$ cat src/rtl/fpba_pkg.sv
// Shared types and constants for the fit-policy block allocator.
package fpba_pkg;

	localparam int IDX_W = 4;
	localparam int CFG_W = 5;
	localparam int POL_W = 2;

	localparam logic [POL_W-1:0] POLICY_FIRST = 2'd0;
	localparam logic [POL_W-1:0] POLICY_BEST  = 2'd1;
	localparam logic [POL_W-1:0] POLICY_WORST = 2'd2;

	localparam logic [CFG_W-1:0] BLOCK_COUNT_RST = 5'd16;

	typedef enum logic [0:0] {
		CFG_FIT_POLICY  = 1'b0,
		CFG_BLOCK_COUNT = 1'b1
	} cfg_idx_t;

	typedef enum logic [0:0] {
		OP_LOAD    = 1'b0,
		OP_REQUEST = 1'b1
	} op_t;

	typedef enum logic [1:0] {
		ST_IDLE,
		ST_SCAN,
		ST_DRAIN,
		ST_WB
	} state_t;

	typedef struct packed {
		logic load;
		logic start;
		logic scan_rd;
		logic wb;
	} cmd_t;

	typedef struct packed {
		logic out_busy;
		logic n_zero;
		logic last_rd;
	} status_t;

endpackage

$ cat src/rtl/fpba_in_if.sv
// Input channel: load or allocation request.
interface fpba_in_if #(
	parameter int SIZE_BITS = 16
);
	logic                      valid;
	logic                      ready;
	logic                      operation;
	logic [fpba_pkg::IDX_W-1:0] block_index;
	logic [SIZE_BITS-1:0]      size;

	modport source (output valid, output operation, output block_index, output size,
		input ready);
	modport sink (input valid, input operation, input block_index, input size,
		output ready);
endinterface

$ cat src/rtl/fpba_out_if.sv
// Output channel: allocation result.
interface fpba_out_if #(
	parameter int SIZE_BITS = 16
);
	logic                      valid;
	logic                      ready;
	logic                      granted;
	logic [fpba_pkg::IDX_W-1:0] chosen_block;
	logic [SIZE_BITS-1:0]      remaining_size;

	modport source (output valid, output granted, output chosen_block,
		output remaining_size, input ready);
	modport sink (input valid, input granted, input chosen_block,
		input remaining_size, output ready);
endinterface

$ cat src/rtl/fpba_ctrl.sv
// Allocator sequencer: accepts items, steps the scan, triggers write-back.
module fpba_ctrl (
	input  logic              clk,
	input  logic              arst_n,
	input  logic              in_valid,
	input  logic              in_operation,
	output logic              in_ready,
	input  fpba_pkg::status_t st,
	output fpba_pkg::cmd_t    cmd
);
	import fpba_pkg::*;

	state_t state_q;
	state_t state_d;

	always_ff @(posedge clk or negedge arst_n) begin
		if (!arst_n) begin
			state_q <= ST_IDLE;
		end else begin
			state_q <= state_d;
		end
	end

	always_comb begin
		state_d  = state_q;
		in_ready = 1'b0;
		cmd      = '0;
		unique case (state_q)
			ST_IDLE: begin
				in_ready = !st.out_busy;
				if (in_valid && !st.out_busy) begin
					if (op_t'(in_operation) == OP_REQUEST) begin
						cmd.start = 1'b1;
						state_d   = st.n_zero ? ST_WB : ST_SCAN;
					end else begin
						cmd.load = 1'b1;
					end
				end
			end
			ST_SCAN: begin
				cmd.scan_rd = 1'b1;
				if (st.last_rd) begin
					state_d = ST_DRAIN;
				end
			end
			ST_DRAIN: begin
				state_d = ST_WB;
			end
			ST_WB: begin
				cmd.wb  = 1'b1;
				state_d = ST_IDLE;
			end
			default: begin
				state_d = ST_IDLE;
			end
		endcase
	end

endmodule

$ cat src/rtl/fpba_dp.sv
// Allocator datapath: config, free-size memory, scan compare, result register.
module fpba_dp #(
	parameter int MAX_BLOCKS = 16,
	parameter int SIZE_BITS  = 16
) (
	input  logic                       clk,
	input  logic                       arst_n,
	input  logic                       cfg_we,
	input  fpba_pkg::cfg_idx_t         cfg_index,
	input  logic [fpba_pkg::CFG_W-1:0] cfg_data,
	input  logic [fpba_pkg::IDX_W-1:0] in_block_index,
	input  logic [SIZE_BITS-1:0]       in_size,
	input  fpba_pkg::cmd_t             cmd,
	output fpba_pkg::status_t          st,
	input  logic                       out_ready,
	output logic                       out_valid,
	output logic                       out_granted,
	output logic [fpba_pkg::IDX_W-1:0] out_chosen_block,
	output logic [SIZE_BITS-1:0]       out_remaining_size
);
	import fpba_pkg::*;

	localparam int AW = $clog2(MAX_BLOCKS);
	localparam int CW = $clog2(MAX_BLOCKS + 1);

	logic [POL_W-1:0]     fit_policy_q;
	logic [CFG_W-1:0]     block_count_q;
	logic [CW-1:0]        n_use;

	logic [SIZE_BITS-1:0] mem_q [MAX_BLOCKS];
	logic                 vld_q [MAX_BLOCKS];
	logic                 mem_we;
	logic [AW-1:0]        mem_wa;
	logic [SIZE_BITS-1:0] mem_wd;
	logic                 load_ok;

	logic [AW-1:0]        addr_q;
	logic [SIZE_BITS-1:0] want_q;
	logic                 s1_valid_q;
	logic [SIZE_BITS-1:0] rd_data_s1;
	logic                 rd_vld_s1;
	logic [AW-1:0]        rd_idx_s1;

	logic [SIZE_BITS-1:0] have;
	logic                 take;
	logic                 found_q;
	logic [AW-1:0]        best_idx_q;
	logic [SIZE_BITS-1:0] best_size_q;
	logic [SIZE_BITS-1:0] diff;

	logic                 out_valid_q;
	logic                 granted_q;
	logic [IDX_W-1:0]     chosen_q;
	logic [SIZE_BITS-1:0] remaining_q;

	// config registers
	always_ff @(posedge clk or negedge arst_n) begin
		if (!arst_n) begin
			fit_policy_q  <= POLICY_FIRST;
			block_count_q <= BLOCK_COUNT_RST;
		end else if (cfg_we) begin
			if (cfg_index == CFG_FIT_POLICY) begin
				fit_policy_q <= cfg_data[POL_W-1:0];
			end
			if (cfg_index == CFG_BLOCK_COUNT) begin
				block_count_q <= cfg_data;
			end
		end
	end

	assign n_use = (int'(block_count_q) > MAX_BLOCKS) ? CW'(MAX_BLOCKS) : CW'(block_count_q);

	// free-size memory, entries read as zero until written
	assign load_ok = cmd.load && (int'(in_block_index) < MAX_BLOCKS);
	assign diff    = best_size_q - want_q;
	assign mem_we  = load_ok || (cmd.wb && found_q);
	assign mem_wa  = cmd.wb ? best_idx_q : AW'(in_block_index);
	assign mem_wd  = cmd.wb ? diff : in_size;

	always_ff @(posedge clk) begin
		if (mem_we) begin
			mem_q[mem_wa] <= mem_wd;
		end
		if (cmd.scan_rd) begin
			rd_data_s1 <= mem_q[addr_q];
			rd_idx_s1  <= addr_q;
		end
	end

	always_ff @(posedge clk or negedge arst_n) begin
		if (!arst_n) begin
			for (int i = 0; i < MAX_BLOCKS; i++) begin
				vld_q[i] <= 1'b0;
			end
			rd_vld_s1 <= 1'b0;
		end else begin
			if (mem_we) begin
				vld_q[mem_wa] <= 1'b1;
			end
			if (cmd.scan_rd) begin
				rd_vld_s1 <= vld_q[addr_q];
			end
		end
	end

	// scan address and compare stage
	always_ff @(posedge clk or negedge arst_n) begin
		if (!arst_n) begin
			addr_q     <= '0;
			s1_valid_q <= 1'b0;
			found_q    <= 1'b0;
		end else begin
			s1_valid_q <= cmd.scan_rd;
			if (cmd.start) begin
				addr_q  <= '0;
				found_q <= 1'b0;
			end else begin
				if (cmd.scan_rd) begin
					addr_q <= addr_q + AW'(1);
				end
				if (take) begin
					found_q <= 1'b1;
				end
			end
		end
	end

	always_ff @(posedge clk) begin
		if (cmd.start) begin
			want_q <= in_size;
		end
		if (take) begin
			best_idx_q  <= rd_idx_s1;
			best_size_q <= have;
		end
	end

	assign have = rd_vld_s1 ? rd_data_s1 : '0;

	always_comb begin
		take = 1'b0;
		if (s1_valid_q && (have >= want_q)) begin
			priority if (!found_q) begin
				take = 1'b1;
			end else if (fit_policy_q == POLICY_BEST) begin
				take = have < best_size_q;
			end else if (fit_policy_q == POLICY_WORST) begin
				take = have > best_size_q;
			end else begin
				take = 1'b0;
			end
		end
	end

	// result register
	always_ff @(posedge clk or negedge arst_n) begin
		if (!arst_n) begin
			out_valid_q <= 1'b0;
		end else if (cmd.wb) begin
			out_valid_q <= 1'b1;
		end else if (out_ready) begin
			out_valid_q <= 1'b0;
		end
	end

	always_ff @(posedge clk) begin
		if (cmd.wb) begin
			granted_q   <= found_q;
			chosen_q    <= found_q ? IDX_W'(best_idx_q) : '0;
			remaining_q <= found_q ? diff : '0;
		end
	end

	assign out_valid          = out_valid_q;
	assign out_granted        = granted_q;
	assign out_chosen_block   = chosen_q;
	assign out_remaining_size = remaining_q;

	assign st.out_busy = out_valid_q && !out_ready;
	assign st.n_zero   = (n_use == '0);
	assign st.last_rd  = (CW'(addr_q) == CW'(n_use - CW'(1)));

endmodule

$ cat src/rtl/fit_policy_block_allocator_core.sv
// Top level of the fit-policy block allocator.
// Load item: written in the cycle of its transfer, no result.
// Request: one free-size memory read per cycle over blocks 0..n-1, n = blocks in use,
//   then one write-back that presents the result.
// A new request is taken only when idle, once the previous result has left or leaves
//   that cycle; loads likewise, one per cycle. Reset (arst_n low): policy first
//   fit, block count 16, all free sizes read as zero.
module fit_policy_block_allocator_core #(
	parameter int MAX_BLOCKS = 16,
	parameter int SIZE_BITS  = 16
) (
	input  logic                       clk,
	input  logic                       arst_n,
	input  logic                       cfg_we,
	input  fpba_pkg::cfg_idx_t         cfg_index,
	input  logic [fpba_pkg::CFG_W-1:0] cfg_data,
	fpba_in_if.sink                    in_ch,
	fpba_out_if.source                 out_ch
);
	import fpba_pkg::*;

	cmd_t    cmd;
	status_t st;

	fpba_ctrl u_ctrl (
		.clk          (clk),
		.arst_n       (arst_n),
		.in_valid     (in_ch.valid),
		.in_operation (in_ch.operation),
		.in_ready     (in_ch.ready),
		.st           (st),
		.cmd          (cmd)
	);

	fpba_dp #(
		.MAX_BLOCKS (MAX_BLOCKS),
		.SIZE_BITS  (SIZE_BITS)
	) u_dp (
		.clk                (clk),
		.arst_n             (arst_n),
		.cfg_we             (cfg_we),
		.cfg_index          (cfg_index),
		.cfg_data           (cfg_data),
		.in_block_index     (in_ch.block_index),
		.in_size            (in_ch.size),
		.cmd                (cmd),
		.st                 (st),
		.out_ready          (out_ch.ready),
		.out_valid          (out_ch.valid),
		.out_granted        (out_ch.granted),
		.out_chosen_block   (out_ch.chosen_block),
		.out_remaining_size (out_ch.remaining_size)
	);

	a_wb_slot_free: assert property (@(posedge clk) disable iff (!arst_n)
		cmd.wb |-> !st.out_busy)
		else $error("write-back while result slot is stalled");

	a_no_accept_in_scan: assert property (@(posedge clk) disable iff (!arst_n)
		cmd.scan_rd |-> !in_ch.ready && !cmd.start && !cmd.load)
		else $error("input accepted during scan");

	a_refused_zero: assert property (@(posedge clk) disable iff (!arst_n)
		(out_ch.valid && !out_ch.granted) |->
		(out_ch.chosen_block == '0) && (out_ch.remaining_size == '0))
		else $error("refused result carries nonzero fields");

	a_result_after_wb: assert property (@(posedge clk) disable iff (!arst_n)
		cmd.wb |=> out_ch.valid)
		else $error("write-back did not present a result");

endmodule

$ cat src/flat_wrapper.sv
// flat-port wrapper written by rule: the top's interface ports become plain ports
module fit_policy_block_allocator_core_flat import fpba_pkg::*;
#(
	parameter int MAX_BLOCKS = 16,
	parameter int SIZE_BITS  = 16
)
  (clk, arst_n, cfg_we, cfg_index, cfg_data, in_ch_valid, in_ch_operation, in_ch_block_index, in_ch_size, in_ch_ready, out_ch_valid, out_ch_granted, out_ch_chosen_block, out_ch_remaining_size, out_ch_ready);
  fpba_in_if #(.SIZE_BITS(SIZE_BITS)) in_ch_i ();
  fpba_out_if #(.SIZE_BITS(SIZE_BITS)) out_ch_i ();
  input  logic clk;
  input  logic arst_n;
  input  logic cfg_we;
  input  fpba_pkg::cfg_idx_t cfg_index;
  input  logic [fpba_pkg::CFG_W-1:0] cfg_data;
  input wire logic [$bits(in_ch_i.valid)-1:0] in_ch_valid;
  input wire logic [$bits(in_ch_i.operation)-1:0] in_ch_operation;
  input wire logic [$bits(in_ch_i.block_index)-1:0] in_ch_block_index;
  input wire logic [$bits(in_ch_i.size)-1:0] in_ch_size;
  output wire logic [$bits(in_ch_i.ready)-1:0] in_ch_ready;
  output wire logic [$bits(out_ch_i.valid)-1:0] out_ch_valid;
  output wire logic [$bits(out_ch_i.granted)-1:0] out_ch_granted;
  output wire logic [$bits(out_ch_i.chosen_block)-1:0] out_ch_chosen_block;
  output wire logic [$bits(out_ch_i.remaining_size)-1:0] out_ch_remaining_size;
  input wire logic [$bits(out_ch_i.ready)-1:0] out_ch_ready;
  assign in_ch_i.valid = in_ch_valid;
  assign in_ch_i.operation = in_ch_operation;
  assign in_ch_i.block_index = in_ch_block_index;
  assign in_ch_i.size = in_ch_size;
  assign in_ch_ready = in_ch_i.ready;
  assign out_ch_valid = out_ch_i.valid;
  assign out_ch_granted = out_ch_i.granted;
  assign out_ch_chosen_block = out_ch_i.chosen_block;
  assign out_ch_remaining_size = out_ch_i.remaining_size;
  assign out_ch_i.ready = out_ch_ready;
  fit_policy_block_allocator_core #(.MAX_BLOCKS(MAX_BLOCKS), .SIZE_BITS(SIZE_BITS)) u_core (.clk(clk), .arst_n(arst_n), .cfg_we(cfg_we), .cfg_index(cfg_index), .cfg_data(cfg_data), .in_ch(in_ch_i), .out_ch(out_ch_i));
endmodule
$ cat config.mk
export PLATFORM = sky130hd
export DESIGN_NAME = fit_policy_block_allocator_core_flat
export DESIGN_NICKNAME = d
export VERILOG_FILES = /design/src/rtl/fpba_pkg.sv /design/src/rtl/fpba_in_if.sv /design/src/rtl/fpba_out_if.sv /design/src/rtl/fpba_ctrl.sv /design/src/rtl/fpba_dp.sv /design/src/rtl/fit_policy_block_allocator_core.sv /design/src/flat_wrapper.sv
export SDC_FILE = /design/constraint.sdc
export NUM_CORES = 1
export LEC_CHECK = 0
export BUFFER_PORTS_ARGS = -buffer_cell sky130_fd_sc_hd__buf_2
export CORE_UTILIZATION = 62
export DETAILED_ROUTE_END_ITERATION = 16
export GPL_ROUTABILITY_DRIVEN = 1
export PLACE_DENSITY_LB_ADDON = 0.3
export SLEW_MARGIN = 20
export SYNTH_ARGS = -nofsm -noshare
export SYNTH_HDL_FRONTEND = slang
export SYNTH_SLANG_ARGS = --single-unit
$ cat constraint.sdc
create_clock -name clk -period 4.7 [get_ports clk]
set_input_delay 0.47 -clock clk [delete_from_list [all_inputs] [get_ports clk]]
set_output_delay 0.47 -clock clk [all_outputs]
set_load 0.05 [all_outputs]
* Yosys cells after proc, flatten, opt, wreduce, memory -nomap -nowiden *
Memories as Yosys holds them, arrays and structs flattened. A register that Yosys moved wholly into a read port is not among the register bits.
Index checks and enable logic that the tools add are counted.

storage, ports and cells
  memories = 1
  register bits = 94
  output and inout port bits = 23
  bits of input ports = 32
  bits in writable memories = 256
  word-level logic and storage cells = 104

memory list
  name               depth  bits a word  rd ports  clocked after memory_dff  wr ports  RTL line       RTL
  u_core.u_dp.mem_q  16     16           1         1                         1         fpba_dp.sv:30  logic [SIZE_BITS-1:0] mem_q [MAX_BLOCKS];

operators by class
  add/sub/neg operators = 3
  reductions and logical operators = 16
  multiplexer cells = 33
  eq/ne operators = 9
  bitwise gates (word level) = 4
  magnitude comparators = 7

operators by type and width
  kind                   count
  $mux W16               2
  $mux W1                18
  $ge A16 B16 Y1         1
  $gt A16 B16 Y1         1
  $lt A16 B16 Y1         1
  $or A16 B16 Y16        1
  $sub A16 B16 Y16       1
  $mux W2                6
  $mux W4                3
  $ge A5 B5 Y1 const B   2
  $not A4 Y5             2
  $pmux W2 S4            1
  $eq A2 B2 Y1 const B   3
  $reduce_bool A2 Y1     3
  $eq A4 B5 Y1           1
  $gt A5 B5 Y1 const B   1
  $logic_and A1 B1 Y1    5
  $logic_not A5 Y1       1
  $lt A5 B1 Y1 const B   1
  $mux W5                1
  $sub A5 B1 Y5 const B  1
  $add A4 B1 Y4 const B  1
  $bmux W1 S4            1
  $demux W1 S4           1
  other kinds (9)        13

* Logic depth before layout (Yosys ltp) *
  depth after elaboration = 9
  depth in mapped cells = 9
  gate-level depth less buffers = 9

* Modules after synthesis *
Synthesis repeated with hierarchy kept, for this count alone.

second synthesis, totals
  cell total of the unflattened synthesis = 865
  area total of the unflattened synthesis = 15,592.5 um2

by module, submodules not included
  module     seq. area each (um2)  instances  area an instance (um2)  cells an instance
  fpba_dp    10,776.6              1          15,408.5                847
  fpba_ctrl  50.0                  1          183.9                   18

* Least setup slack after synthesis *
No wires, ideal clock.

  path kind = reg2reg
  from = register u_core.u_dp.rd_vld_s1
  to = register u_core.u_dp.best_idx_q[0], enable pin
  cell stages (with the launch flop) = 10
  path buffers = 1
  path slack = 1.077 ns
  period minus slack after synthesis = 3.623 ns
  data required time = 4.296 ns
  setup time = 0.404 ns
  data arrival time = 3.219 ns
  cell sequence = dfrtp_1 > clkbuf_1 > and2_1 > ha_1 > nand4_1 > a2111oi_0 > nand3_1 > nand4_1 > mux2_1 > a21oi_1

on the way
  word-level cells in the longest chain between the ends = 6
  elaborated cells on any way between the ends = 9
  classes of those cells = order compare: 3; mux: 5; reduce/logical: 1

ends and longest elaborated chain
  element                   RTL line        RTL
  start, declared           fpba_dp.sv:41   logic rd_vld_s1;
  start signal, assigned    fpba_dp.sv:101  rd_vld_s1 <= vld_q[addr_q];
  $mux W16 *                fpba_dp.sv:138  assign have = rd_vld_s1 ? rd_data_s1 : '0;
  net u_core.u_dp.have[13]  fpba_dp.sv:44   logic [SIZE_BITS-1:0] have;
  $gt A16 B16 Y1            fpba_dp.sv:148  take = have > best_size_q;
  $mux W1                   fpba_dp.sv:147  end else if (fit_policy_q == POLICY_WORST) begin
  $mux W1                   fpba_dp.sv:145  end else if (fit_policy_q == POLICY_BEST) begin
  $mux W1                   fpba_dp.sv:143  priority if (!found_q) begin
  $mux W1 *                 fpba_dp.sv:142  if (s1_valid_q && (have >= want_q)) begin
  net u_core.u_dp.take      fpba_dp.sv:45   logic take;
  end signal, assigned      fpba_dp.sv:133  best_idx_q <= rd_idx_s1;
  end, declared             fpba_dp.sv:47   logic [AW-1:0] best_idx_q;

The timed path passes the listed nets; every way through them passes the cells marked *.
A chain may end at the register's enable or synchronous reset.

* Final worst setup path *
  from = register u_core.u_dp.rd_vld_s1
  to = register u_core.u_dp.best_size_q[1], enable pin

on the way
  word-level cells in the longest chain between the ends = 6
  elaborated cells on any way between the ends = 9
  classes of those cells = order compare: 3; mux: 5; reduce/logical: 1

ends and longest elaborated chain
  element                   RTL line        RTL
  $mux W16 *                fpba_dp.sv:138
  net u_core.u_dp.have[11]  fpba_dp.sv:44
  $gt A16 B16 Y1            fpba_dp.sv:148
  $mux W1                   fpba_dp.sv:147
  $mux W1                   fpba_dp.sv:145
  $mux W1                   fpba_dp.sv:143
  $mux W1 *                 fpba_dp.sv:142
  net u_core.u_dp.take      fpba_dp.sv:45
  end signal, assigned      fpba_dp.sv:134  best_size_q <= have;
  end, declared             fpba_dp.sv:48   logic [SIZE_BITS-1:0] best_size_q;

Marked as above.

==> qor.yml <==
status: "complete, no violations"
cp_num_buf_inv: 1
required_ns: 4.93
tightest_slew_ns: 1.05
postPlaceCellArea_sq_um: 16400
synth.area.top_cells: "edfxtp_1 (64%), mux4_2 (12%), dfrtp_1 (5.1%)"
drtIter0Drc: 872
synth_area_per_cell_sq_um: 17.9
die_x_um: 161
power.total_mw: 10.6
cts_tree: "yes"
final_core_util: 0.723
yosys_most_used_dff: "edfxtp_1"
io_buffers: 54
cp-end-kind: "register"
period_minus_slack_ns: 3.47
crit_chain: "and2_1 > ha_1 > nand4_1 > a2111oi_0 > nand3_1 > nand4_1 > mux2_1 > a21oi_2 > buf_6"
hold_viol: 0
boundaryPins: 55
remaining_drc_errors: 0
crit_arrival_ns: 3.70
via_count: 8433
firstDrtPassIters: 7
synth_edf_count: 333
antenna_found_initial: 0
cts_buffer_depth: 3
synth_top_cell_area_share: 0.640
yosys.cell_count.top_type: "edfxtp_1"
drt-vias-per-instance: 6.38
rsz0062_at_grt: "false"
synth_seq_cells: 366
post_cts_buffers: 0
final_cells: 1322
maxSlewViolCount: 0
crit_fanout: 18
setup_violations: 0
synthDistinctLibCells: 60
max_stage_delay_ns: 0.56
maxCapViolCount: 0
place_ws_ns: 1.07
gr-usage-all-layers: 0.272
cts-root-buf: "clkbuf_16"
power_density_nw_per_um2: 596
layout-drive-gt1-share: 0.261
slew_headroom: 0.299
grt_max_degree: 44
hpwl_um: 19900
antenna_cells: 0
first_global_vias: 8437
crit_family: "compound AO/OA/AOI/OAI gates"
core_sq_um: 24500
dp.cells: 1251
cp_slowest_cell: "dfrtp_1"
async_reset_ff_frac: 0.0902
dieArea_sq_um: 25800
drt-total-wl_um: 34000
cp_common_cell: "nand4_1"
reg2reg_from: "u_core.u_dp.rd_vld_s1$_DFFE_PN0P_"
gp_congestion: 0.922
die_height_um: 161
ys_seq_area_frac: 0.693
synth_area_sq_um: 15600
final_area_sq_um: 17700
yosysTopAreaCell: "edfxtp_1"
fin_ws_ns: 1.23
ctsResizeCount: 0
skew_ns: 0.0144
cts_buffers: 38
synthCells: 873
clk_latency_ns: 0.53
grt_pass1_wl_um: 50500
yosysWarnings: 0
rows: 57
synth_commonest_cells: "edfxtp_1 (333), mux4_2 (81), ha_1 (52), inv_1 (43), nor2_1 (41)"
period_share: 0.738
holdWs_ns: 0.0223
hp-class: "primary input to asynchronous set/reset pin"
p_leak_nw: 6.32
achievable-frequency_mhz: 288
cts.htree.levels: 2
start_kind: "register"
finalSetupTns_ns: 0
finalNetCount: 1054
fillers: 1445
ant_nets: 0
synth_fp_nets: 958
areaGrowthSynthToFinish_pct: 13.4
path_clk_slew_ns: 0.06
clock-sinks: 366
cp-startpoint: "u_core.u_dp.rd_vld_s1$_DFFE_PN0P_"
wire_per_inst_um: 25.7
grt_overflow: 0
initial_core_util: 0.637
cts_hold_buf: 0
crit_type: "register to register"
max-vdd-ir-drop_v: 0.000481
==> path summary, 6_finish.rpt <==
kind	slack, ns	to	cells after the start
worst max-delay path	1.23	u_core.u_dp.best_size_q[1]$_DFFE_PP_	9
worst min-delay path	0.02	u_core.u_dp.block_count_q[1]$_DFFE_PN0P_	1
worst max register to register	1.23	u_core.u_dp.best_size_q[1]$_DFFE_PP_	9
worst min register to register	0.42	u_core.u_dp.best_idx_q[3]$_DFFE_PP_	0
max in group asynchronous	4.11	u_core.u_dp.addr_q[0]$_DFFE_PN0P_	1
min in group clk	0.13	u_core.u_dp.want_q[6]$_DFFE_PP_	1
==> state kept, by name, indices dropped and copies added, names as in the netlist, 2 cells and up <==
name	count
u_core.u_dp.want_q	16
u_core.u_dp.out_remaining_size	16
u_core.u_dp.mem_q	256
u_core.u_dp.addr_q	4
u_core.u_dp.vld_q	16
u_core.u_dp.rd_data_s1	16
u_core.u_dp.rd_idx_s1	4
u_core.u_dp.best_size_q	16
u_core.u_dp.best_idx_q	4
u_core.u_dp.fit_policy_q	2
u_core.u_dp.out_chosen_block	4
u_core.u_ctrl.state_q	2
u_core.u_dp.block_count_q	5
==> cell families after synthesis <==
group,synth area share
AOI/OAI and AO/OA,0.0477
xor gates and xnor gates,0.00841
adders and majority gates,0.0429
buffers and inverters,0.0215
DFF,0.693
muxes,0.139
and+or+nand+nor,0.0476
==> cell usage in the layout (no fill, tap or decap), drive strengths merged, types with 8 or more instances in the layout <==
cell type	instances
and2	26
o21a	9
xor2	8
o21bai	17
ha	52
nor2	41
mux2	18
nand2	31
edfxtp	333
nor3	13
inv	43
a21o	9
buf	83
a21oi	24
clkinv	16
o21ai	14
mux4	85
dfrtp	32
nand2b	8
nand3	8
clkbuf	45
==> metal layers <==
metal,global-route usage,vias to the layer above,wire length [um]
li1,-,3674,-
met1,0.366,4267,13500
met2,0.448,404,16700
met3,0.0449,88,2460
met4,0.110,0,1280
met5,0,-,0
==> report_power, final <==
group | internal (mW) | total (mW) | switching [mW]
clock network | 1.81 | 3.05 | 1.24
logic | 1.30 | 2.97 | 1.67
registers | 4.22 | 4.55 | 0.323
==> layout make-up <==
class,count,area [sq um],area share
clock inverters,24,279,0.0157
clock buffers,45,998,0.0563
inverters,45,169,0.00953
well taps,324,405,0.0229
repair buffers,83,524,0.0296
flip-flops and latches,366,10800,0.611
multi-input cells,435,4520,0.255
Power figures use the tool's default switching activity.
